`config.mk`:
```
export PLATFORM = sky130hd
export DESIGN_NAME = http_chunked_body_decoder
export DESIGN_NICKNAME = d
export VERILOG_FILES = /design/src/rtl/chb_pkg.sv /design/src/rtl/chb_cfg.sv /design/src/rtl/chb_core.sv /design/src/rtl/http_chunked_body_decoder.sv
export SDC_FILE = /design/constraint.sdc
export NUM_CORES = 1
export LEC_CHECK = 0
export BUFFER_PORTS_ARGS = -buffer_cell sky130_fd_sc_hd__buf_2
export CAP_MARGIN = 20
export CORE_ASPECT_RATIO = 1.25
export CORE_MARGIN = 1.5
export CORE_UTILIZATION = 43
export CTS_BUF_LIST = sky130_fd_sc_hd__clkbuf_4
export DETAILED_ROUTE_END_ITERATION = 10
export GPL_TIMING_DRIVEN = 0
export SLEW_MARGIN = 20
export SYNTH_ARGS = -nofsm -noshare
export SYNTH_HDL_FRONTEND = slang
export SYNTH_SLANG_ARGS = --single-unit
```
`constraint.sdc`:
```
create_clock -name clk -period 15 [get_ports clk]
set_input_delay 3 -clock clk [delete_from_list [all_inputs] [get_ports clk]]
set_output_delay 3 -clock clk [all_outputs]
set_load 0.02 [all_outputs]
```
`src/rtl/chb_pkg.sv`:
```
// chb_pkg: shared types, character codes and helpers for the chunked body decoder
// no dependencies; used by chb_cfg, chb_core and http_chunked_body_decoder
`default_nettype none

package chb_pkg;

	localparam int unsigned CFG_DATA_W = 32;
	localparam int unsigned CFG_ADDR_W = 3;
	localparam int unsigned MAX_BODY_W = 24;
	localparam logic [MAX_BODY_W-1:0] MAX_BODY_RESET = 24'd1048576;
	localparam logic [0:0] REG_MAX_BODY = 1'b0;

	localparam logic [7:0] CH_CR = 8'h0d;
	localparam logic [7:0] CH_LF = 8'h0a;
	localparam logic [7:0] CH_SP = 8'h20;
	localparam logic [7:0] CH_HT = 8'h09;
	localparam logic [7:0] EXT_MARK = 8'h3b;
	localparam int unsigned SKIP_COUNT = 2;

	typedef enum logic [2:0] {
		KIND_FRAME = 3'd0,
		KIND_DATA  = 3'd1,
		KIND_DONE  = 3'd2,
		KIND_BAD   = 3'd3,
		KIND_BIG   = 3'd4,
		KIND_AFTER = 3'd5
	} kind_t;

	typedef struct packed {
		logic [7:0] data;
		kind_t      kind;
		logic       last;
	} result_t;

	// bit 4 set when the byte is a hex digit, low nibble its value
	function automatic logic [4:0] hex_value(input logic [7:0] b);
		logic [4:0] r;
		r = 5'd0;
		if (b >= 8'h30 && b <= 8'h39) begin
			r = {1'b1, 4'(b - 8'h30)};
		end else if (b >= 8'h61 && b <= 8'h66) begin
			r = {1'b1, 4'(b - 8'h57)};
		end else if (b >= 8'h41 && b <= 8'h46) begin
			r = {1'b1, 4'(b - 8'h37)};
		end
		return r;
	endfunction

endpackage

`default_nettype wire

```
`src/rtl/chb_cfg.sv`:
```
// chb_cfg: apb register holding the body size limit, capped to the length width
// depends on chb_pkg
`default_nettype none

module chb_cfg #(
	parameter int unsigned LENGTH_BITS = 24
) (
	input  wire logic                           clk,
	input  wire logic                           arst_n,
	input  wire logic                           psel,
	input  wire logic                           penable,
	input  wire logic                           pwrite,
	input  wire logic [chb_pkg::CFG_ADDR_W-1:0] paddr,
	input  wire logic [chb_pkg::CFG_DATA_W-1:0] pwdata,
	output logic      [chb_pkg::CFG_DATA_W-1:0] prdata,
	output logic                                pready,
	output logic      [LENGTH_BITS-1:0]         limit
);

	localparam int unsigned WIDE_W = 41;
	localparam logic [WIDE_W-1:0] LEN_MAX = (WIDE_W'(1) << LENGTH_BITS) - WIDE_W'(1);

	logic [chb_pkg::MAX_BODY_W-1:0] max_body_q;
	logic                           sel_max;
	logic [WIDE_W-1:0]              wide;

	assign pready  = 1'b1;
	assign sel_max = (paddr[chb_pkg::CFG_ADDR_W-1] == chb_pkg::REG_MAX_BODY);

	always_ff @(posedge clk or negedge arst_n) begin
		if (!arst_n) begin
			max_body_q <= chb_pkg::MAX_BODY_RESET;
		end else if (psel && penable && pwrite && sel_max) begin
			max_body_q <= pwdata[chb_pkg::MAX_BODY_W-1:0];
		end
	end

	always_comb begin
		prdata = '0;
		if (sel_max) begin
			prdata = chb_pkg::CFG_DATA_W'(max_body_q);
		end
	end

	always_comb begin
		wide = WIDE_W'(max_body_q);
		if (wide > LEN_MAX) begin
			limit = '1;
		end else begin
			limit = wide[LENGTH_BITS-1:0];
		end
	end

endmodule

`default_nettype wire

```
`src/rtl/chb_core.sv`:
```
// chb_core: decoder state and the per-byte next-state and result logic
// depends on chb_pkg
`default_nettype none

module chb_core #(
	parameter int unsigned LENGTH_BITS = 24
) (
	input  wire logic                   clk,
	input  wire logic                   arst_n,
	input  wire logic                   step,
	input  wire logic [7:0]             byte_in,
	input  wire logic                   restart_in,
	input  wire logic [LENGTH_BITS-1:0] limit,
	output chb_pkg::result_t            res
);

	typedef enum logic [2:0] {
		PH_LEAD    = 3'd0,
		PH_HEX     = 3'd1,
		PH_EXT     = 3'd2,
		PH_DATA    = 3'd3,
		PH_SKIP    = 3'd4,
		PH_TRAILER = 3'd5,
		PH_END     = 3'd6
	} phase_t;

	localparam int unsigned LB = LENGTH_BITS;

	phase_t           phase_q, ph, ph_n;
	logic [LB-1:0]    chunk_left_q, cl, cl_n, cl_dec;
	logic [LB-1:0]    size_accum_q, sa, sa_n;
	logic [LB:0]      body_total_q, bt, bt_n;
	logic             tbs_q, tbs, tbs_n;
	logic             pcr_q, pcr, pcr_n;
	logic             lne_q, lne, lne_n;

	logic [4:0]       hv;
	logic             blank;
	logic             rest, do_eol, do_digit, do_stop;
	chb_pkg::kind_t   stop_kind;
	logic [LB+3:0]    acc;
	logic [LB+1:0]    total;

	always_ff @(posedge clk or negedge arst_n) begin
		if (!arst_n) begin
			phase_q      <= PH_LEAD;
			chunk_left_q <= '0;
			size_accum_q <= '0;
			body_total_q <= '0;
			tbs_q        <= 1'b0;
			pcr_q        <= 1'b0;
			lne_q        <= 1'b0;
		end else if (step) begin
			phase_q      <= ph_n;
			chunk_left_q <= cl_n;
			size_accum_q <= sa_n;
			body_total_q <= bt_n;
			tbs_q        <= tbs_n;
			pcr_q        <= pcr_n;
			lne_q        <= lne_n;
		end
	end

	// restart clears state ahead of this byte
	always_comb begin
		if (restart_in) begin
			ph  = PH_LEAD;
			cl  = '0;
			sa  = '0;
			bt  = '0;
			tbs = 1'b0;
			pcr = 1'b0;
			lne = 1'b0;
		end else begin
			ph  = phase_q;
			cl  = chunk_left_q;
			sa  = size_accum_q;
			bt  = body_total_q;
			tbs = tbs_q;
			pcr = pcr_q;
			lne = lne_q;
		end
	end

	assign hv     = chb_pkg::hex_value(byte_in);
	assign blank  = (byte_in == chb_pkg::CH_SP) || (byte_in == chb_pkg::CH_HT);
	assign acc    = {sa, 4'b0000} + (LB+4)'(hv[3:0]);
	assign total  = (LB+2)'(bt) + (LB+2)'(sa);
	assign cl_dec = cl - LB'(1);

	always_comb begin
		ph_n      = ph;
		cl_n      = cl;
		sa_n      = sa;
		bt_n      = bt;
		tbs_n     = tbs;
		pcr_n     = pcr;
		lne_n     = lne;
		res.data  = 8'd0;
		res.kind  = chb_pkg::KIND_FRAME;
		res.last  = 1'b0;
		rest      = 1'b0;
		do_eol    = 1'b0;
		do_digit  = 1'b0;
		do_stop   = 1'b0;
		stop_kind = chb_pkg::KIND_BAD;

		case (ph)
			PH_DATA: begin
				res.data = byte_in;
				res.kind = chb_pkg::KIND_DATA;
				cl_n     = cl_dec;
				if (cl_dec == '0) begin
					res.last = 1'b1;
					ph_n     = PH_SKIP;
					cl_n     = LB'(chb_pkg::SKIP_COUNT);
				end
			end
			PH_SKIP: begin
				cl_n = cl_dec;
				if (cl_dec == '0) begin
					ph_n  = PH_LEAD;
					cl_n  = '0;
					sa_n  = '0;
					tbs_n = 1'b0;
					pcr_n = 1'b0;
					lne_n = 1'b0;
				end
			end
			PH_LEAD, PH_HEX, PH_EXT, PH_TRAILER: begin
				if (pcr) begin
					pcr_n = 1'b0;
					if (byte_in == chb_pkg::CH_LF) begin
						do_eol = 1'b1;
					end else if (ph == PH_LEAD || ph == PH_HEX) begin
						do_stop = 1'b1;
					end else begin
						if (ph == PH_TRAILER) begin
							lne_n = 1'b1;
						end
						rest = 1'b1;
					end
				end else begin
					rest = 1'b1;
				end
				if (rest) begin
					if (byte_in == chb_pkg::CH_CR) begin
						pcr_n = 1'b1;
					end else if (byte_in == chb_pkg::CH_LF) begin
						do_eol = 1'b1;
					end else if (ph == PH_TRAILER) begin
						lne_n = 1'b1;
					end else if (ph == PH_EXT) begin
						ph_n = PH_EXT;
					end else if (byte_in == chb_pkg::EXT_MARK) begin
						ph_n = PH_EXT;
					end else if (ph == PH_LEAD) begin
						if (hv[4]) begin
							do_digit = 1'b1;
						end else if (!blank) begin
							do_stop = 1'b1;
						end
					end else begin
						if (blank) begin
							tbs_n = 1'b1;
						end else if (hv[4] && !tbs) begin
							do_digit = 1'b1;
						end else begin
							do_stop = 1'b1;
						end
					end
				end
				if (do_digit) begin
					if (acc > (LB+4)'(limit)) begin
						do_stop   = 1'b1;
						stop_kind = chb_pkg::KIND_BIG;
					end else begin
						sa_n  = acc[LB-1:0];
						lne_n = 1'b1;
						ph_n  = PH_HEX;
					end
				end
				if (do_eol) begin
					if (ph == PH_TRAILER) begin
						if (!lne) begin
							do_stop   = 1'b1;
							stop_kind = chb_pkg::KIND_DONE;
						end else begin
							lne_n = 1'b0;
						end
					end else if (!lne) begin
						do_stop = 1'b1;
					end else if (total > (LB+2)'(limit)) begin
						do_stop   = 1'b1;
						stop_kind = chb_pkg::KIND_BIG;
					end else if (sa == '0) begin
						ph_n  = PH_TRAILER;
						lne_n = 1'b0;
					end else begin
						bt_n = total[LB:0];
						cl_n = sa;
						ph_n = PH_DATA;
					end
				end
				if (do_stop) begin
					ph_n     = PH_END;
					pcr_n    = 1'b0;
					res.kind = stop_kind;
				end
			end
			default: begin
				ph_n     = PH_END;
				res.kind = chb_pkg::KIND_AFTER;
			end
		endcase
	end

endmodule

`default_nettype wire

```
`src/rtl/http_chunked_body_decoder.sv`:
```
// http_chunked_body_decoder: chunked transfer body decoder, one byte per item
// result registered after the input register; one item per cycle unless stalled
// the decoder state loop closes between the input and result registers
// a stalled result is held while one more item waits in the input register
// asynchronous reset clears state to the start of a chunk-size line, limit to 1048576
// depends on chb_pkg, chb_cfg, chb_core
`default_nettype none

module http_chunked_body_decoder #(
	parameter int unsigned LENGTH_BITS = 24
) (
	input  wire logic                                clk,
	input  wire logic                                arst_n,
	input  wire logic                                in_valid,
	output logic                                     in_stall,
	input  wire logic [7:0]                          in_byte,
	input  wire logic                                restart,
	output logic                                     out_valid,
	input  wire logic                                out_stall,
	output logic      [7:0]                          out_byte,
	output logic      [2:0]                          kind,
	output logic                                     last_of_chunk,
	input  wire logic                                psel,
	input  wire logic                                penable,
	input  wire logic                                pwrite,
	input  wire logic [chb_pkg::CFG_ADDR_W-1:0]      paddr,
	input  wire logic [chb_pkg::CFG_DATA_W-1:0]      pwdata,
	output logic      [chb_pkg::CFG_DATA_W-1:0]      prdata,
	output logic                                     pready
);

	logic                     valid_s1;
	logic [7:0]               byte_s1;
	logic                     restart_s1;
	logic                     out_valid_q;
	chb_pkg::result_t         res, res_q;
	logic                     out_free;
	logic                     adv;
	logic [LENGTH_BITS-1:0]   limit;

	assign out_free = !out_valid_q || !out_stall;
	assign adv      = valid_s1 && out_free;
	assign in_stall = valid_s1 && !out_free;

	chb_cfg #(
		.LENGTH_BITS(LENGTH_BITS)
	) u_cfg (
		.clk     (clk),
		.arst_n  (arst_n),
		.psel    (psel),
		.penable (penable),
		.pwrite  (pwrite),
		.paddr   (paddr),
		.pwdata  (pwdata),
		.prdata  (prdata),
		.pready  (pready),
		.limit   (limit)
	);

	chb_core #(
		.LENGTH_BITS(LENGTH_BITS)
	) u_core (
		.clk        (clk),
		.arst_n     (arst_n),
		.step       (adv),
		.byte_in    (byte_s1),
		.restart_in (restart_s1),
		.limit      (limit),
		.res        (res)
	);

	always_ff @(posedge clk or negedge arst_n) begin
		if (!arst_n) begin
			valid_s1 <= 1'b0;
		end else if (!in_stall) begin
			valid_s1 <= in_valid;
		end
	end

	always_ff @(posedge clk) begin
		if (in_valid && !in_stall) begin
			byte_s1    <= in_byte;
			restart_s1 <= restart;
		end
	end

	always_ff @(posedge clk or negedge arst_n) begin
		if (!arst_n) begin
			out_valid_q <= 1'b0;
		end else if (out_free) begin
			out_valid_q <= valid_s1;
		end
	end

	always_ff @(posedge clk) begin
		if (adv) begin
			res_q <= res;
		end
	end

	assign out_valid     = out_valid_q;
	assign out_byte      = res_q.data;
	assign kind          = res_q.kind;
	assign last_of_chunk = res_q.last;

endmodule

`default_nettype wire

```
==> impl_metrics.py, run 1 <==
metrics = {
    "clocking": {
        "cts_sinks": 126,
        "cts_resized": 0,
        "clkSlewWorstSetupHoldPaths_ns": 0.11,
        "root_buffer": "clkbuf_4",
        "htree_levels": 4,
        "cts_setup_buffers": 0,
        "max-clock-path-buffers": 2,
        "cts_hold_buffers": 0,
        "cts_buffers": 17,
        "cts_tree": "built",
        "clk_latency_ns": 0.60,
    },
    "place": {
        "dp_hpwl_um": 26730,
        "portBuffers": 77,
        "gp_congestion": 0.9599,
    },
    "yosys": {
        "ys.flop_type": "dfrtp_1",
        "ys_warn_count": 0,
        "syn_area_per_cell_um2": 8.690,
        "ys_types": 91,
        "synth_edf_count": 21,
        "ys_ff_latch": 126,
        "seq_area_frac_synth": 0.3160,
        "synthArstFlopShare": 0.8333,
        "syn_inst": 1187,
        "syn_area_um2": 10310,
    },
    "power_and_ir_drop": {
        "sw_frac_of_total": 0.4640,
        "seq_power_share": 0.362,
        "share_comb_of_total_power": 0.480,
        "power.switching_w": 0.0006145,
        "p_int_w": 0.0007099,
        "p_leak_nw": 5.109,
        "p_clk_frac": 0.159,
        "p_total_w": 0.001324,
        "peakVddDrop_mv": 0.05427,
        "power.density_nw_per_um2": 116.5,
    },
    "timing": {
        "worstMarginPinSlew_ns": 1.059,
        "max_slew_margin": 0.2873,
        "max_freq_ghz": 0.1097,
        "fin_setup_tns_ns": 0,
        "hold_ws_ns": 0.4936,
        "setup_viol": 0,
        "skew_ns": 0.02833,
        "rsz0062_at_grt": "no",
        "maxSlewViolCount": 0,
        "fin_crit_ns": 9.117,
        "post-route-period-util": 0.6078,
        "hold_viol_final": 0,
    },
    "cells_and_area": {
        "fillers": 2356,
        "layout_common_cells": "104 x dfrtp_1, 96 x nand2_1, 90 x nor2_1",
        "drive_gt1_frac": 0.1539,
        "final_nets": 1419,
        "final_common_cell": "dfrtp_1",
        "syn_to_final_growth_pct": 10.25,
        "finish.utilization": 0.4809,
    },
    "setup_path": {
        "worstRegToRegCells": 25,
        "r2r_slack_ns": 5.88,
        "cp_num_buf_inv": 7,
        "critPathLaunchType": "register",
        "cp_max_fo": 10,
        "crit_type": "register to register",
        "cp_top_family": "buffers and inverters",
        "crit_top_cell": "clkbuf_1",
        "crit_arrival_ns": 9.64,
        "cp-end-kind": "register",
        "slowest_delay_ns": 0.72,
        "r2r_start": "restart_s1",
        "slowest_stage": "clkbuf_1",
        "worstReg2RegEnd": "u_core.body_total_q[1]",
        "required_ns": 15.53,
    },
    "worst_hold_path": {
        "min_to": "u_core.body_total_q[24]",
        "hold_path_class": "register to register",
        "worstHoldStart": "u_core.body_total_q[24]",
        "hold_path_depth": 1,
    },
    "grt": {
        "grt_pass1_wl_um": 54010,
        "antenna_found_initial": 1,
        "grt.total_usage": 0.2828,
        "grt_max_degree": 62,
        "grt-ovfl-total": 0,
        "grt_pass1_vias": 9663,
    },
    "die": {
        "rows": 63,
        "die_x_um": 141.5,
        "initial_core_util": 0.4362,
        "die_h_um": 176.2,
        "io_pins": 98,
        "die_area_um2": 24930,
        "fp.coreArea_um2": 23650,
    },
    "drt": {
        "num_vias": 9826,
        "viasPerCell": 6.145,
        "drc": 0,
        "ant_nets": 0,
        "drt_iter0_drc": 872,
        "wirelength_um": 34750,
        "dr.pass1.iters": 5,
        "wire_per_inst_um": 21.73,
    },
    "outcome": {
        "status": "complete, no violations",
    },
    "run": {
        "drv_cap": 0,
    },
}
[worst max-delay path by stage]
stage,startpoint,to,slack [ns],cells past startpoint
5_1_grt,restart_s1,u_core.body_total_q[7],5.62,25
3_3_place_gp,restart_s1,u_core.body_total_q[2],6.10,25
4_1_cts,restart_s1,u_core.body_total_q[1],6.10,25
6_report,restart_s1,u_core.body_total_q[1],5.88,25
3_5_place_dp,restart_s1,u_core.body_total_q[2],6.09,25
2_1_floorplan,paddr[2],prdata[10],8.36,3
[stage by stage]
| step | instances | worst slack, ns | instance area [um^2] |
|---|---|---|---|
| 2_1_floorplan | 1194 | 8.365 | 10340 |
| 3_3_place_gp | 1563 | 6.101 | 11090 |
| 3_5_place_dp | 1566 | 6.087 | 11150 |
| 4_1_cts | 1598 | 6.100 | 11370 |
| 5_1_grt | 1599 | 5.618 | 11370 |
| 6_report | 1599 | 5.883 | 11370 |
[cell families (layout without fill, tap and decap cells)]
logic type	count (synthesis)	in the layout	share of synthesized area
compound gates	350	350	0.2470
flops	126	126	0.3160
fa+ha+maj	75	75	0.09170
mux	37	37	0.03979
xor+xnor	25	25	0.02123
simple gates	448	448	0.2308
other cells	2	10	0.0007281
buf+inv	124	236	0.05277
[layer usage]
metal,up-vias,GRT usage,part of all wire
met5,-,0,0
met4,0,0.1203,0.033
met3,72,0.03906,0.056
met2,410,0.4949,0.50
met1,4683,0.3468,0.41
li1,4661,-,-
[registers in the layout, summed over array words and instances (netlist names)]
| name | cells |
|---|---|
| out_byte | 8 |
| kind | 3 |
| u_core.pcr_q | 1 |
| byte_s1 | 8 |
| u_core.tbs_q | 1 |
| u_core.size_accum_q | 24 |
| u_cfg.limit | 24 |
| u_core.lne_q | 1 |
| restart_s1 | 1 |
| last_of_chunk | 1 |
| valid_s1 | 1 |
| u_core.phase_q | 3 |
| u_core.body_total_q | 25 |
| u_core.chunk_left_q | 24 |
| out_valid | 1 |
[area by class of cell]
class | instances | area [um^2] | share of cell area
Antenna cell | 1 | 2.502 | 0.0002200
Buffer | 79 | 375.4 | 0.03301
Clock buffer | 22 | 165.2 | 0.01452
Clock inverter | 10 | 53.80 | 0.004731
Inverter | 45 | 168.9 | 0.01485
Multi-Input combinational cell | 944 | 6544 | 0.5754
Sequential cell | 126 | 3259 | 0.2866
Tap cell | 292 | 365.4 | 0.03213
Timing Repair Buffer | 80 | 437.9 | 0.03851
[power by group through the flow]
| stage | registers (W) | logic [W] | clock network (W) |
|---|---|---|---|
| 5_1_grt | 0.000484 | 0.000700 | 0.000225 |
| 2_1_floorplan | 0.000453 | 0.000451 | 0 |
| 3_5_place_dp | 0.000481 | 0.000624 | 0 |
| 6_report | 0.000479 | 0.000636 | 0.000210 |
| 3_3_place_gp | 0.000480 | 0.000617 | 0 |
| 4_1_cts | 0.000475 | 0.000627 | 0.000215 |
[cell usage after synthesis, types with 8 or more instances]
cell type  count  share of area
nor3_1        37          0.018
a22oi_1       13         0.0095
a21o_1        19          0.014
ha_1          74          0.090
nand2b_1      12         0.0073
nand3b_1       8         0.0058
or3_1         15         0.0091
a31oi_1       12         0.0073
mux2_2        32          0.035
buf_4         11         0.0080
a211oi_1      15          0.011
a21oi_1       54          0.026
a22o_1        19          0.016
nand2_1       96          0.035
o21ai_1       20         0.0097
a32oi_1       11         0.0093
nor4_1        14         0.0085
o21a_1        12         0.0087
nand3_1       32          0.016
and3_1        11         0.0067
dfrtp_1      104           0.25
nor2b_1       54          0.033
o21ai_0       60          0.029
buf_2         12         0.0058
o211ai_1      11         0.0080
nor2_1        90          0.033
inv_1         44          0.016
and2_1        17          0.010
a221o_1       21          0.020
xnor2_1       18          0.015
nand4_1       18          0.011
edfxtp_1      21          0.061
clkbuf_1      51          0.019
No activity file was read; power rests on OpenSTA's default activity.
==> inputs of run 2 (changes only) <==
==> constraint.sdc (replaced) <==
create_clock -name clk -period 7.3 [get_ports clk]
set_input_delay 1.46 -clock clk [delete_from_list [all_inputs] [get_ports clk]]
set_output_delay 1.46 -clock clk [all_outputs]
set_load 0.02 [all_outputs]
==> run 2 against run 1 <==
Core utilization up 0.12 points; clock skew grew 0.0017 ns; count of clock-buffer cells in the layout stayed put; critical path depth shrank 1; global-route usage decreased by 0.13 points; worst hold slack better by 0.0011 ns; first-iteration DRC count is 11% lower; maximum frequency grew 28%; via count grew 0.60%; worst setup slack got worse by 5.7 ns.
==> impl_metrics.py, run 2 (same netlist as run 1, synthesis figures left out) <==
metrics = {
    "cells_and_area": {
        "layout_common_cells": "104 x dfrtp_1, 96 x nand2_1, 90 x nor2_1",
        "drive_gt1_frac": 0.1610,
        "largest_register_ffs": 25,
        "multiInputGateArea_um2": 6553,
        "fillers": 2354,
        "regMostFlops": "u_core.body_total_q",
        "final_common_cell": "dfrtp_1",
        "syn_to_final_growth_pct": 10.53,
        "register_area_um2": 3259,
        "fin_area_um2": 11400,
        "final_nets": 1417,
    },
    "grt": {
        "grt_busiest_layer": "met2",
        "grt.total_usage": 0.2815,
        "antenna_found_initial": 1,
        "grt-ovfl-total": 0,
        "grtUsageMet2": 0.4915,
        "grt_pass1_wl_um": 53900,
        "grt_max_degree": 62,
        "grt_pass1_vias": 9680,
        "grt_util_met1": 0.3451,
        "use_met3": 0.03933,
    },
    "place": {
        "portBuffers": 77,
        "dp_hpwl_um": 26730,
        "placed_cell_area_um2": 11150,
        "gp_congestion": 0.9599,
    },
    "clocking": {
        "root_buffer": "clkbuf_4",
        "htree_levels": 4,
        "cts_sinks": 126,
        "max-clock-path-buffers": 2,
        "cts_tree": "built",
        "clkSlewWorstSetupHoldPaths_ns": 0.11,
        "clk_latency_ns": 0.59,
        "cts_buffers": 17,
    },
    "power_and_ir_drop": {
        "power.density_nw_per_um2": 238.3,
        "peakVddDrop_mv": 0.1114,
        "p_leak_nw": 5.133,
    },
    "setup_path": {
        "worstRegToRegCells": 24,
        "r2r_slack_ns": 0.19,
        "required_ns": 7.82,
        "cp_max_fo": 10,
        "crit_type": "register to register",
        "crit_arrival_ns": 7.62,
        "cp-end-kind": "register",
        "worstReg2RegEnd": "u_core.body_total_q[8]",
        "r2r_start": "restart_s1",
        "critPathLaunchType": "register",
    },
    "timing": {
        "hold_viol_final": 0,
        "fin_crit_ns": 7.107,
        "skew_ns": 0.03008,
        "worstMarginPinSlew_ns": 1.070,
        "max_freq_ghz": 0.1407,
        "hold_ws_ns": 0.4947,
        "post-route-period-util": 0.9736,
        "maxSlewViolCount": 0,
        "max_slew_margin": 0.2803,
        "setup_viol": 0,
    },
    "drt": {
        "drc": 0,
        "num_vias": 9885,
        "viasPerCell": 6.190,
        "drt_iter0_drc": 780,
        "wirelength_um": 34410,
        "wire_per_inst_um": 21.55,
        "ant_nets": 0,
        "dr.pass1.iters": 5,
    },
    "die": {
        "die_h_um": 176.2,
        "initial_core_util": 0.4362,
        "die_x_um": 141.5,
        "fp.coreArea_um2": 23650,
        "rows": 63,
        "die_area_um2": 24930,
        "io_pins": 98,
    },
    "worst_hold_path": {
        "min_to": "u_core.body_total_q[24]",
        "hold_path_class": "register to register",
        "hold_path_depth": 1,
        "worstHoldStart": "u_core.body_total_q[24]",
    },
    "run": {
        "drv_cap": 0,
    },
    "outcome": {
        "status": "complete, no violations",
    },
}
## run 2: cell type report
type	count	area share
buffer	75	0.03314
tap	292	0.03205
multi-input combinational	944	0.5747
inverter	45	0.01504
sequential	126	0.2859
clock buffer	22	0.01449
clock inverter	10	0.004719
timing repair buffer	82	0.03973
antenna	1	0.0002195
## run 2: timing repair
action                                  CTS  global route
gates resized for setup                   8             8
buffers inserted                          2             0
endpoints found under the setup margin   56            46
hold buffers                              0             0
## run 2: where the power goes
| part | internal [W] | switching [W] | leakage, nW |
|---|---|---|---|
| registers | 0.000831 | 0.000151 | 1.56 |
| logic | 0.000482 | 0.000826 | 3.44 |
| clock network | 0.000148 | 0.000279 | 0.135 |
## run 2: per-layer routing
layer  vias to the layer above  wire (um)
li1                       4661          -
met1                      4730      14050
met2                       410      17220
met3                        84       1953
met4                         0       1187
met5                         -          0
## run 2: through the flow
| step | worst slack [ns] | setup TNS (ns) | total power (W) | instances | utilization |
|---|---|---|---|---|---|
| 2_1_floorplan | 0.8709 | 0 | 0.001856 | 1194 | - |
| 3_3_place_gp | -1.599 | -77.47 | 0.002254 | 1563 | 0.4690 |
| 3_5_place_dp | -1.613 | -77.12 | 0.002272 | 1566 | 0.4715 |
| 4_1_cts | 0.01090 | 0 | 0.002707 | 1597 | 0.4816 |
| 5_1_grt | -0.02743 | -0.1675 | 0.002898 | 1597 | 0.4821 |
| 6_report | 0.1928 | 0 | 0.002717 | 1597 | 0.4821 |
## run 2: critical path: stages, from the launching register on
cell and delay [ns]:
edfxtp_1 0.46, buf_4 0.19, buf_4 0.17, clkbuf_1 0.35
nor2b_1 0.57, ha_1 0.36, nor2b_2 0.19, o221a_1 0.27
a311oi_4 0.46, o21ai_0 0.17, a21oi_1 0.26, o21ai_0 0.14
xnor2_1 0.26, inv_1 0.09, ha_1 0.28, nand4_1 0.18
nor3_2 0.32, nand3_1 0.20, o21a_1 0.23, a2111o_1 0.47
a2111oi_4 0.42, and2_1 0.17, clkbuf_1 0.30, buf_2 0.34
a22o_1 0.19
## run 2: worst max path at each step
| stage | cells past startpoint | endpoint | from | slack (ns) |
|---|---|---|---|---|
| after global placement | 25 | u_core.body_total_q[2] | restart_s1 | -1.60 |
| final | 24 | u_core.body_total_q[8] | restart_s1 | 0.19 |
| after detailed placement | 25 | u_core.body_total_q[2] | restart_s1 | -1.61 |
| after CTS | 25 | u_core.body_total_q[8] | restart_s1 | 0.01 |
| after floorplan | 25 | u_core.chunk_left_q[20] | restart_s1 | 0.87 |
| after global routing | 25 | u_core.body_total_q[8] | restart_s1 | -0.03 |
